===== src/rtl/core/clcd_pkg.sv =====
`timescale 1ns / 1ps
`default_nettype none

package clcd_pkg;

  typedef enum logic [1:0] {
    OP_INIT   = 2'd0,
    OP_PUT    = 2'd1,
    OP_GOTO   = 2'd2,
    OP_CURSOR = 2'd3
  } op_t;

  // Control characters recognized by put character
  localparam logic [7:0] CH_FORM_FEED = 8'h0C;
  localparam logic [7:0] CH_NEWLINE   = 8'h0A;
  localparam logic [7:0] CH_BACKSPACE = 8'h08;

  // Controller command bytes
  localparam logic [7:0] CMD_CLEAR      = 8'h01;
  localparam logic [7:0] CMD_ROW2_HOME  = 8'hC0;
  localparam logic [7:0] CMD_CURSOR_L   = 8'h10;
  localparam logic [7:0] CMD_DISP_BLINK = 8'h0F;
  localparam logic [7:0] CMD_DISP_ON    = 8'h0C;
  localparam logic [7:0] CMD_ENTRY_MODE = 8'h06;
  localparam logic [7:0] CMD_FUNC_SET   = 8'h20;

  localparam logic [7:0] ROW1_BASE = 8'h80;
  localparam logic [7:0] ROW2_BASE = 8'hC0;
  localparam logic [7:0] ROW3_BASE = 8'h94;
  localparam logic [7:0] ROW4_BASE = 8'hD4;

  localparam logic [3:0] NIB_WAKE  = 4'h3;
  localparam logic [3:0] NIB_4BIT  = 4'h2;

  localparam int WAIT_W = 14;
  localparam logic [WAIT_W-1:0] BYTE_PRE_US  = 14'd60;
  localparam logic [WAIT_W-1:0] POWER_UP_US  = 14'd15000;
  localparam logic [WAIT_W-1:0] INIT_STEP_US = 14'd5000;
  localparam logic [WAIT_W-1:0] CLEAR_US     = 14'd2000;
  localparam logic [WAIT_W-1:0] NO_WAIT_US   = '0;

  localparam logic [1:0] LINE_MODE_RST = 2'd2;

  // Nibble sequencer step count
  localparam int STEP_W = 4;
  localparam logic [STEP_W-1:0] INIT_LAST_STEP = 4'd11;
  localparam logic [STEP_W-1:0] INIT_BYTE_STEP = 4'd4;

  // Job queue between front and back
  localparam int QDEPTH = 4;
  localparam int QAW    = $clog2(QDEPTH);

  // One job: either the init run or a single byte
  typedef struct packed {
    logic              init;
    logic [7:0]        data;
    logic              rs;
    logic [WAIT_W-1:0] after_us;
  } job_t;

  typedef struct packed {
    logic full;
    logic empty;
  } q_status_t;

endpackage

`default_nettype wire


===== src/rtl/core/clcd_job_fifo.sv =====
`timescale 1ns / 1ps
`default_nettype none

module clcd_job_fifo (
  input  wire logic              clk,
  input  wire logic              rst_n,
  input  wire logic              wr_en,
  input  wire clcd_pkg::job_t    wr_data,
  input  wire logic              rd_en,
  output clcd_pkg::job_t         rd_data,
  output clcd_pkg::q_status_t    status
);
  import clcd_pkg::*;

  job_t           slot_r [QDEPTH];
  logic [QAW:0]   wr_ptr_r, wr_ptr_nxt;
  logic [QAW:0]   rd_ptr_r, rd_ptr_nxt;

  assign status.empty = (wr_ptr_r == rd_ptr_r);
  assign status.full  = (wr_ptr_r[QAW] != rd_ptr_r[QAW]) &&
                        (wr_ptr_r[QAW-1:0] == rd_ptr_r[QAW-1:0]);
  assign rd_data      = slot_r[rd_ptr_r[QAW-1:0]];

  always_comb begin
    wr_ptr_nxt = wr_ptr_r;
    rd_ptr_nxt = rd_ptr_r;
    if (wr_en && !status.full) begin
      wr_ptr_nxt = wr_ptr_r + 1'b1;
    end
    if (rd_en && !status.empty) begin
      rd_ptr_nxt = rd_ptr_r + 1'b1;
    end
  end

  always_ff @(posedge clk) begin
    if (!rst_n) begin
      wr_ptr_r <= '0;
      rd_ptr_r <= '0;
    end else begin
      wr_ptr_r <= wr_ptr_nxt;
      rd_ptr_r <= rd_ptr_nxt;
    end
  end

  always_ff @(posedge clk) begin
    if (wr_en && !status.full) begin
      slot_r[wr_ptr_r[QAW-1:0]] <= wr_data;
    end
  end

endmodule

`default_nettype wire


===== src/rtl/core/clcd_front.sv =====
`timescale 1ns / 1ps
`default_nettype none

module clcd_front (
  input  wire logic            clk,
  input  wire logic            rst_n,
  input  wire logic            cfg_wr_en,
  input  wire logic [1:0]      cfg_wr_data,
  input  wire logic            push,
  input  wire logic [1:0]      in_op,
  input  wire logic [7:0]      in_char_code,
  input  wire logic [7:0]      in_column,
  input  wire logic [2:0]      in_row,
  input  wire logic            in_cursor_enable,
  input  wire clcd_pkg::q_status_t q_status,
  output logic                 full,
  output logic                 q_wr_en,
  output clcd_pkg::job_t       q_wr_data
);
  import clcd_pkg::*;

  logic [1:0] line_mode_r;
  logic [7:0] row_base;
  op_t        op;

  always_ff @(posedge clk) begin
    if (!rst_n) begin
      line_mode_r <= LINE_MODE_RST;
    end else if (cfg_wr_en) begin
      line_mode_r <= cfg_wr_data;
    end
  end

  assign full    = q_status.full;
  assign q_wr_en = push && !q_status.full;
  assign op      = op_t'(in_op);

  always_comb begin
    unique case (in_row)
      3'd2:    row_base = ROW2_BASE;
      3'd3:    row_base = ROW3_BASE;
      3'd4:    row_base = ROW4_BASE;
      default: row_base = ROW1_BASE;
    endcase
  end

  // Classify the command into one queue job
  always_comb begin
    q_wr_data          = '0;
    q_wr_data.after_us = NO_WAIT_US;
    unique case (op)
      OP_INIT: begin
        q_wr_data.init = 1'b1;
        q_wr_data.data = CMD_FUNC_SET | {4'd0, line_mode_r, 2'd0};
      end
      OP_PUT: begin
        priority if (in_char_code == CH_FORM_FEED) begin
          q_wr_data.data     = CMD_CLEAR;
          q_wr_data.after_us = CLEAR_US;
        end else if (in_char_code == CH_NEWLINE) begin
          q_wr_data.data = CMD_ROW2_HOME;
        end else if (in_char_code == CH_BACKSPACE) begin
          q_wr_data.data = CMD_CURSOR_L;
        end else begin
          q_wr_data.data = in_char_code;
          q_wr_data.rs   = 1'b1;
        end
      end
      OP_GOTO: begin
        // one-based column: add minus one, wrap at 8 bits
        q_wr_data.data = row_base + in_column + 8'hFF;
      end
      OP_CURSOR: begin
        q_wr_data.data = in_cursor_enable ? CMD_DISP_BLINK : CMD_DISP_ON;
      end
      default: begin
        q_wr_data.data = CMD_DISP_ON;
      end
    endcase
  end

endmodule

`default_nettype wire


===== src/rtl/core/clcd_back.sv =====
`timescale 1ns / 1ps
`default_nettype none

module clcd_back (
  input  wire logic                clk,
  input  wire logic                rst_n,
  input  wire clcd_pkg::job_t      job,
  input  wire clcd_pkg::q_status_t q_status,
  output logic                     q_rd_en,
  input  wire logic                pop,
  output logic                     empty,
  output logic [3:0]               out_nibble,
  output logic                     out_reg_select,
  output logic [13:0]              out_wait_before_us,
  output logic [13:0]              out_wait_after_us,
  output logic                     out_last
);
  import clcd_pkg::*;

  logic [STEP_W-1:0] step_r, step_nxt;
  logic              valid_r, valid_nxt;
  logic              emit, last_step;

  logic [3:0]        nib;
  logic              rs;
  logic [WAIT_W-1:0] before_us, after_us;
  logic [7:0]        cur_byte;
  logic [WAIT_W-1:0] byte_after;

  assign empty     = !valid_r;
  assign emit      = !q_status.empty && (!valid_r || pop);
  assign last_step = job.init ? (step_r == INIT_LAST_STEP) : step_r[0];
  assign q_rd_en   = emit && last_step;

  // Byte currently being split; init bytes follow the wake-up nibbles
  always_comb begin
    cur_byte   = job.data;
    byte_after = job.after_us;
    if (job.init) begin
      byte_after = INIT_STEP_US;
      unique case (step_r[2:1])
        2'd2:    cur_byte = job.data;
        2'd3:    cur_byte = CMD_DISP_ON;
        2'd0:    cur_byte = CMD_CLEAR;
        default: cur_byte = CMD_ENTRY_MODE;
      endcase
    end
  end

  always_comb begin
    if (job.init && (step_r < INIT_BYTE_STEP)) begin
      rs = 1'b0;
      unique case (step_r[1:0])
        2'd0: begin
          nib = NIB_WAKE; before_us = POWER_UP_US; after_us = INIT_STEP_US;
        end
        2'd1, 2'd2: begin
          nib = NIB_WAKE; before_us = NO_WAIT_US; after_us = INIT_STEP_US;
        end
        default: begin
          nib = NIB_4BIT; before_us = NO_WAIT_US; after_us = NO_WAIT_US;
        end
      endcase
    end else begin
      rs = job.init ? 1'b0 : job.rs;
      if (step_r[0]) begin
        nib = cur_byte[3:0]; before_us = NO_WAIT_US; after_us = byte_after;
      end else begin
        nib = cur_byte[7:4]; before_us = BYTE_PRE_US; after_us = NO_WAIT_US;
      end
    end
  end

  always_comb begin
    step_nxt  = step_r;
    valid_nxt = valid_r;
    if (pop && valid_r) begin
      valid_nxt = 1'b0;
    end
    if (emit) begin
      valid_nxt = 1'b1;
      step_nxt  = last_step ? '0 : step_r + 1'b1;
    end
  end

  always_ff @(posedge clk) begin
    if (!rst_n) begin
      step_r  <= '0;
      valid_r <= 1'b0;
    end else begin
      step_r  <= step_nxt;
      valid_r <= valid_nxt;
    end
  end

  always_ff @(posedge clk) begin
    if (emit) begin
      out_nibble         <= nib;
      out_reg_select     <= rs;
      out_wait_before_us <= before_us;
      out_wait_after_us  <= after_us;
      out_last           <= last_step;
    end
  end

endmodule

`default_nettype wire


===== src/rtl/core/char_lcd_4bit_command_serializer.sv =====
// Flow: an accepted command is written to the job queue; the nibble sequencer then
//   registers its first nibble in the output stage, then one per cycle while pop keeps
//   up; a byte command gives 2 nibbles, init 12; a four-job queue lets commands wait.
// Reset (rst_n low, synchronous): queue and output stage empty, line_mode back to 2.
`timescale 1ns / 1ps
`default_nettype none

module char_lcd_4bit_command_serializer (
  input  wire logic        clk,
  input  wire logic        rst_n,
  input  wire logic        cfg_wr_en,
  input  wire logic [1:0]  cfg_wr_data,
  input  wire logic        push,
  output logic             full,
  input  wire logic [1:0]  in_op,
  input  wire logic [7:0]  in_char_code,
  input  wire logic [7:0]  in_column,
  input  wire logic [2:0]  in_row,
  input  wire logic        in_cursor_enable,
  output logic             empty,
  input  wire logic        pop,
  output logic [3:0]       out_nibble,
  output logic             out_reg_select,
  output logic [13:0]      out_wait_before_us,
  output logic [13:0]      out_wait_after_us,
  output logic             out_last
);
  import clcd_pkg::*;

  job_t      q_wr_data, q_rd_data;
  logic      q_wr_en, q_rd_en;
  q_status_t q_status;

  clcd_front u_front (
    .clk              (clk),
    .rst_n            (rst_n),
    .cfg_wr_en        (cfg_wr_en),
    .cfg_wr_data      (cfg_wr_data),
    .push             (push),
    .in_op            (in_op),
    .in_char_code     (in_char_code),
    .in_column        (in_column),
    .in_row           (in_row),
    .in_cursor_enable (in_cursor_enable),
    .q_status         (q_status),
    .full             (full),
    .q_wr_en          (q_wr_en),
    .q_wr_data        (q_wr_data)
  );

  clcd_job_fifo u_fifo (
    .clk     (clk),
    .rst_n   (rst_n),
    .wr_en   (q_wr_en),
    .wr_data (q_wr_data),
    .rd_en   (q_rd_en),
    .rd_data (q_rd_data),
    .status  (q_status)
  );

  clcd_back u_back (
    .clk                (clk),
    .rst_n              (rst_n),
    .job                (q_rd_data),
    .q_status           (q_status),
    .q_rd_en            (q_rd_en),
    .pop                (pop),
    .empty              (empty),
    .out_nibble         (out_nibble),
    .out_reg_select     (out_reg_select),
    .out_wait_before_us (out_wait_before_us),
    .out_wait_after_us  (out_wait_after_us),
    .out_last           (out_last)
  );

  a_q_full_empty: assert property (@(posedge clk) disable iff (!rst_n)
    !(q_status.full && q_status.empty))
    else $error("job queue full and empty at once");

  a_rd_nonempty: assert property (@(posedge clk) disable iff (!rst_n)
    q_rd_en |-> !q_status.empty)
    else $error("job retired from an empty queue");

  a_retire_last: assert property (@(posedge clk) disable iff (!rst_n)
    q_rd_en |=> (!empty && out_last))
    else $error("retired job did not leave a last nibble");

  a_push_full: assert property (@(posedge clk) disable iff (!rst_n)
    (q_wr_en && !q_rd_en && q_status.empty) |=> !q_status.empty)
    else $error("job written to queue was lost");

endmodule

`default_nettype wire

===== config.mk =====
export PLATFORM = sky130hd
export DESIGN_NAME = char_lcd_4bit_command_serializer
export DESIGN_NICKNAME = d
export VERILOG_FILES = /design/src/rtl/core/clcd_pkg.sv /design/src/rtl/core/clcd_job_fifo.sv /design/src/rtl/core/clcd_front.sv /design/src/rtl/core/clcd_back.sv /design/src/rtl/core/char_lcd_4bit_command_serializer.sv
export SDC_FILE = /design/constraint.sdc
export NUM_CORES = 1
export LEC_CHECK = 0
export BUFFER_PORTS_ARGS = -buffer_cell sky130_fd_sc_hd__clkbuf_2
export CAP_MARGIN = 0
export CELL_PAD_IN_SITES_DETAIL_PLACEMENT = 1
export CELL_PAD_IN_SITES_GLOBAL_PLACEMENT = 2
export CORE_UTILIZATION = 35
export CTS_BUF_LIST = sky130_fd_sc_hd__clkbuf_2 sky130_fd_sc_hd__clkbuf_4 sky130_fd_sc_hd__clkbuf_8
export CTS_CLUSTER_DIAMETER = 40
export DETAILED_ROUTE_END_ITERATION = 6
export PLACE_DENSITY_LB_ADDON = 0.1
export SYNTH_ARGS = -nofsm -noshare
export SYNTH_HDL_FRONTEND = slang
export SYNTH_SLANG_ARGS = --single-unit

===== constraint.sdc =====
create_clock -name clk -period 2.35 [get_ports clk]
set_clock_uncertainty 0.1 [all_clocks]
set_input_delay 0.1175 -clock clk [delete_from_list [all_inputs] [get_ports clk]]
set_output_delay 0.1175 -clock clk [all_outputs]
set_load 0.05 [all_outputs]

==> metrics.txt <==
status=finished clean; Post-CTS Resized=0; worst hold path type=in2reg; Final nets=between 400 and 500; Max Buffers Root-to-Sink=2; area growth from synthesis to layout=15.9%; syn_area_per_cell=roughly 12 um2; Buffers & Inverters on Critical Path=1; floorplan core area=approximately 0.010 mm2; Reg clk slew, reported paths=0.07 ns; DIE AREA=~0.011 mm2; largest cells by area after synthesis=edfxtp_1 (45%), dfxtp_1 (8.1%), ha_1 (7.1%), mux4_2 (6.7%), buf_4 (4.4%); Arr. time, crit path=2.12 ns; H-tree levels=3; Highest Clock Rate=around 470 MHz; Post-synth EDFFs=between 50 and 60; routed len/inst=between 10 and 15 um; Pre-antenna DRT Iters=4; number of global-route vias before repair=~2500; top_reg_cell synth=edfxtp_1; global-route wire length before repair=12.6 mm; sequential share of the synthesized area=between 50% and 60%; crit-path cells=clkbuf_2 -> nand2_1 -> nor2_1 -> a21oi_1 -> ha_1 -> fa_1 -> nor2b_1 -> o31a_1 -> o22ai_1 -> xnor2_1 -> o21ai_0; ys async rst share=0%; post-synth top area share=45.2%; peak supply drop=about 0.28 mV; final std cells w/o fill=a little over 500; pin count of the biggest net entering global routing=18; Antenna Nets Post-Route=0; Tcrit/Tclk final=90.3%; Post-Synth Simple-Gate Area=~11%; Worst Setup End Kind=flop; RSZ-0062 raised after global routing=no; fin crit period=approximately 2.1 ns; Power, Total=0.00321 W; n_diodes=0; Post-Synthesis Cells=310; total setup buffers inserted after CTS=0; number of max-cap violations=0; fill count=around 1200; chip width=105 um; post-layout util=a little over two fifths; number of CTS-inserted buffers=9; Vias/cell=about 4.7; mux contribution to synthesized area=8.68%; number of port buffers=53; TritonCTS clock tree=done; Yosys cell types=45; Yosys warning count=0; share of cells above drive strength 1=a little over a quarter; HPWL after DPL=5.66 mm; WL final=about 7.4 mm; cell area power density=between 700 and 800 mW/mm2; latest clock arrival within the worst-skew pair=0.34 ns; Final Max Tran Viols=0; Row Count=37; routed vias=about 2400; GRT Residual Overflow=0; count leader, synth=edfxtp_1; Mapped Area=around 0.0037 mm2; largest family of logic cells by synthesized area=simple AND/OR/NAND/NOR gates; Clock Tree Root=clkbuf_8; GRT Overall Usage=between 15 and 20%; I/O pin total=65; crit-path leading delay family=compound AO/OA/AOI/OAI gates; commonest cells in the netlist=edfxtp_1 (56), inv_1 (23), buf_4 (22), o21ai_0 (22), ha_1 (21); drt drc=0; Leak=~1.7 nW; Synth Area in Compound Gates=between 8 and 9%; setup violation total in the final timing report=0; RD Place Congestion=0.768; Setup Total Neg Slack=0 ns; Critical Path RT=around 2.4 ns; Crit Path Category=in2reg; fraction of synthesized cell area in xor and xnor cells=3.30%; Initial DRC Count=74; slowest CP cell=fa_1; Startpoint Class=input port; Synth Register Bits=71; Synth area leader=edfxtp_1; CTS sink cnt=between 70 and 80; antenna violations before repair=0; Largest stage delay, worst path=0.43 ns; hold slack=about 0.048 ns; Die Y=between 100 and 150 um; initial core utilization=between 30% and 40%; final hold vios=0; Post-Place Cells=493; Post-Synth Adder-Cell Area=between 7 and 8%; reg-to-reg slack, setup=between 0.3 and 0.4 ns; crit-path max FO=4
logic make-up (layout without fill, tap and decap cells):
group           count (synthesis)  after routing
compound gates                 53             53
xor+xnor                       14             14
fa+ha+maj                      22             22
buf+inv                        53            110
flops                          71             71
mux                            18             18
other cells                     1             11
simple gates                   78             78
final cells by class:
cell class                      instances  area [um2]  share of cell area (%)
Clock buffer                           12         146                    3.39
Inverter                               24        90.1                    2.09
Timing Repair Buffer                   70         403                    9.34
Sequential cell                        71        1980                    45.9
Multi-Input combinational cell        196        1500                    34.8
Clock inverter                          4        22.5                   0.522
Tap cell                              136         170                    3.94
worst register-to-register path, stage by stage (launching register included):
cell and delay, ns:
dfxtp_1 0.58, mux4_2 0.41, mux2i_2 0.29, inv_2 0.08, and2_4 0.17, xor2_1 0.14
and2_1 0.16
routing by layer:
metal	up-vias	wire length, um	track usage [%]
met5	-	0	0
met4	0	155	7.24
met3	13	263	2.93
met2	63	3520	25.5
met1	1155	3410	18.5
li1	1195	-	-
placed cells by master (no fill, tap or decap), drive strengths merged, types with 6 or more instances in the layout:
master  count
o21ai      22
nand2      17
nor2b      12
clkbuf     65
buf        13
and2       11
nand3       7
edfxtp     56
conb       11
a21oi      12
xor2        6
xnor2       8
dfxtp      15
inv        24
nor2       16
mux4       11
ha         21
mux2i       6
power by group:
part / internal (W) / switching [W]
Clock: 0.000413 / 0.000437
Sequential: 0.00148 / 0.0000508
Combinational: 0.000252 / 0.000573
Total: 0.00215 / 0.00106
worst paths after layout:
check	from	to	depth (start not counted)
hold / removal	rst_n	u_front.line_mode_r[1]$_SDFFE_PN1P_	2
setup / recovery	in_row[1]	u_fifo.slot_r[3][22]$_DFFE_PP_	11
setup reg to reg	flop	u_fifo.rd_ptr_r[0]$_SDFFE_PN0P_	6
hold reg to reg	u_fifo.rd_ptr_r[1]$_SDFFE_PN0P_	flop	2
sequential cells by signal (all words and copies together) (netlist names), 2 cells and up, named ones only:
| name | flops |
|---|---|
| u_fifo.slot_r | 44 |
| u_front.line_mode_r | 2 |
| u_fifo.wr_ptr_r | 3 |
| u_back.out_nibble | 4 |
| u_fifo.rd_ptr_r | 3 |
| u_back.out_wait_after_us | 3 |
| u_back.step_r | 4 |
| u_back.out_wait_before_us | 3 |
per-stage QoR:
stage                     setup slack (ns)  instance area (um2)
final                                0.228                 4310
after global routing                 0.113                 4310
after CTS                            0.253                 4310
after detailed placement            -0.104                 4110
after global placement             0.00357                 4110
after floorplan                     0.0809                 3760
what timing repair did:
| action | in CTS | in global routing |
|---|---|---|
| hold endpoints to repair | 2 | 0 |
| setup endpoints to repair | 0 | 0 |
| hold buffers | 4 | 0 |
(Power assumes the default switching activity.)
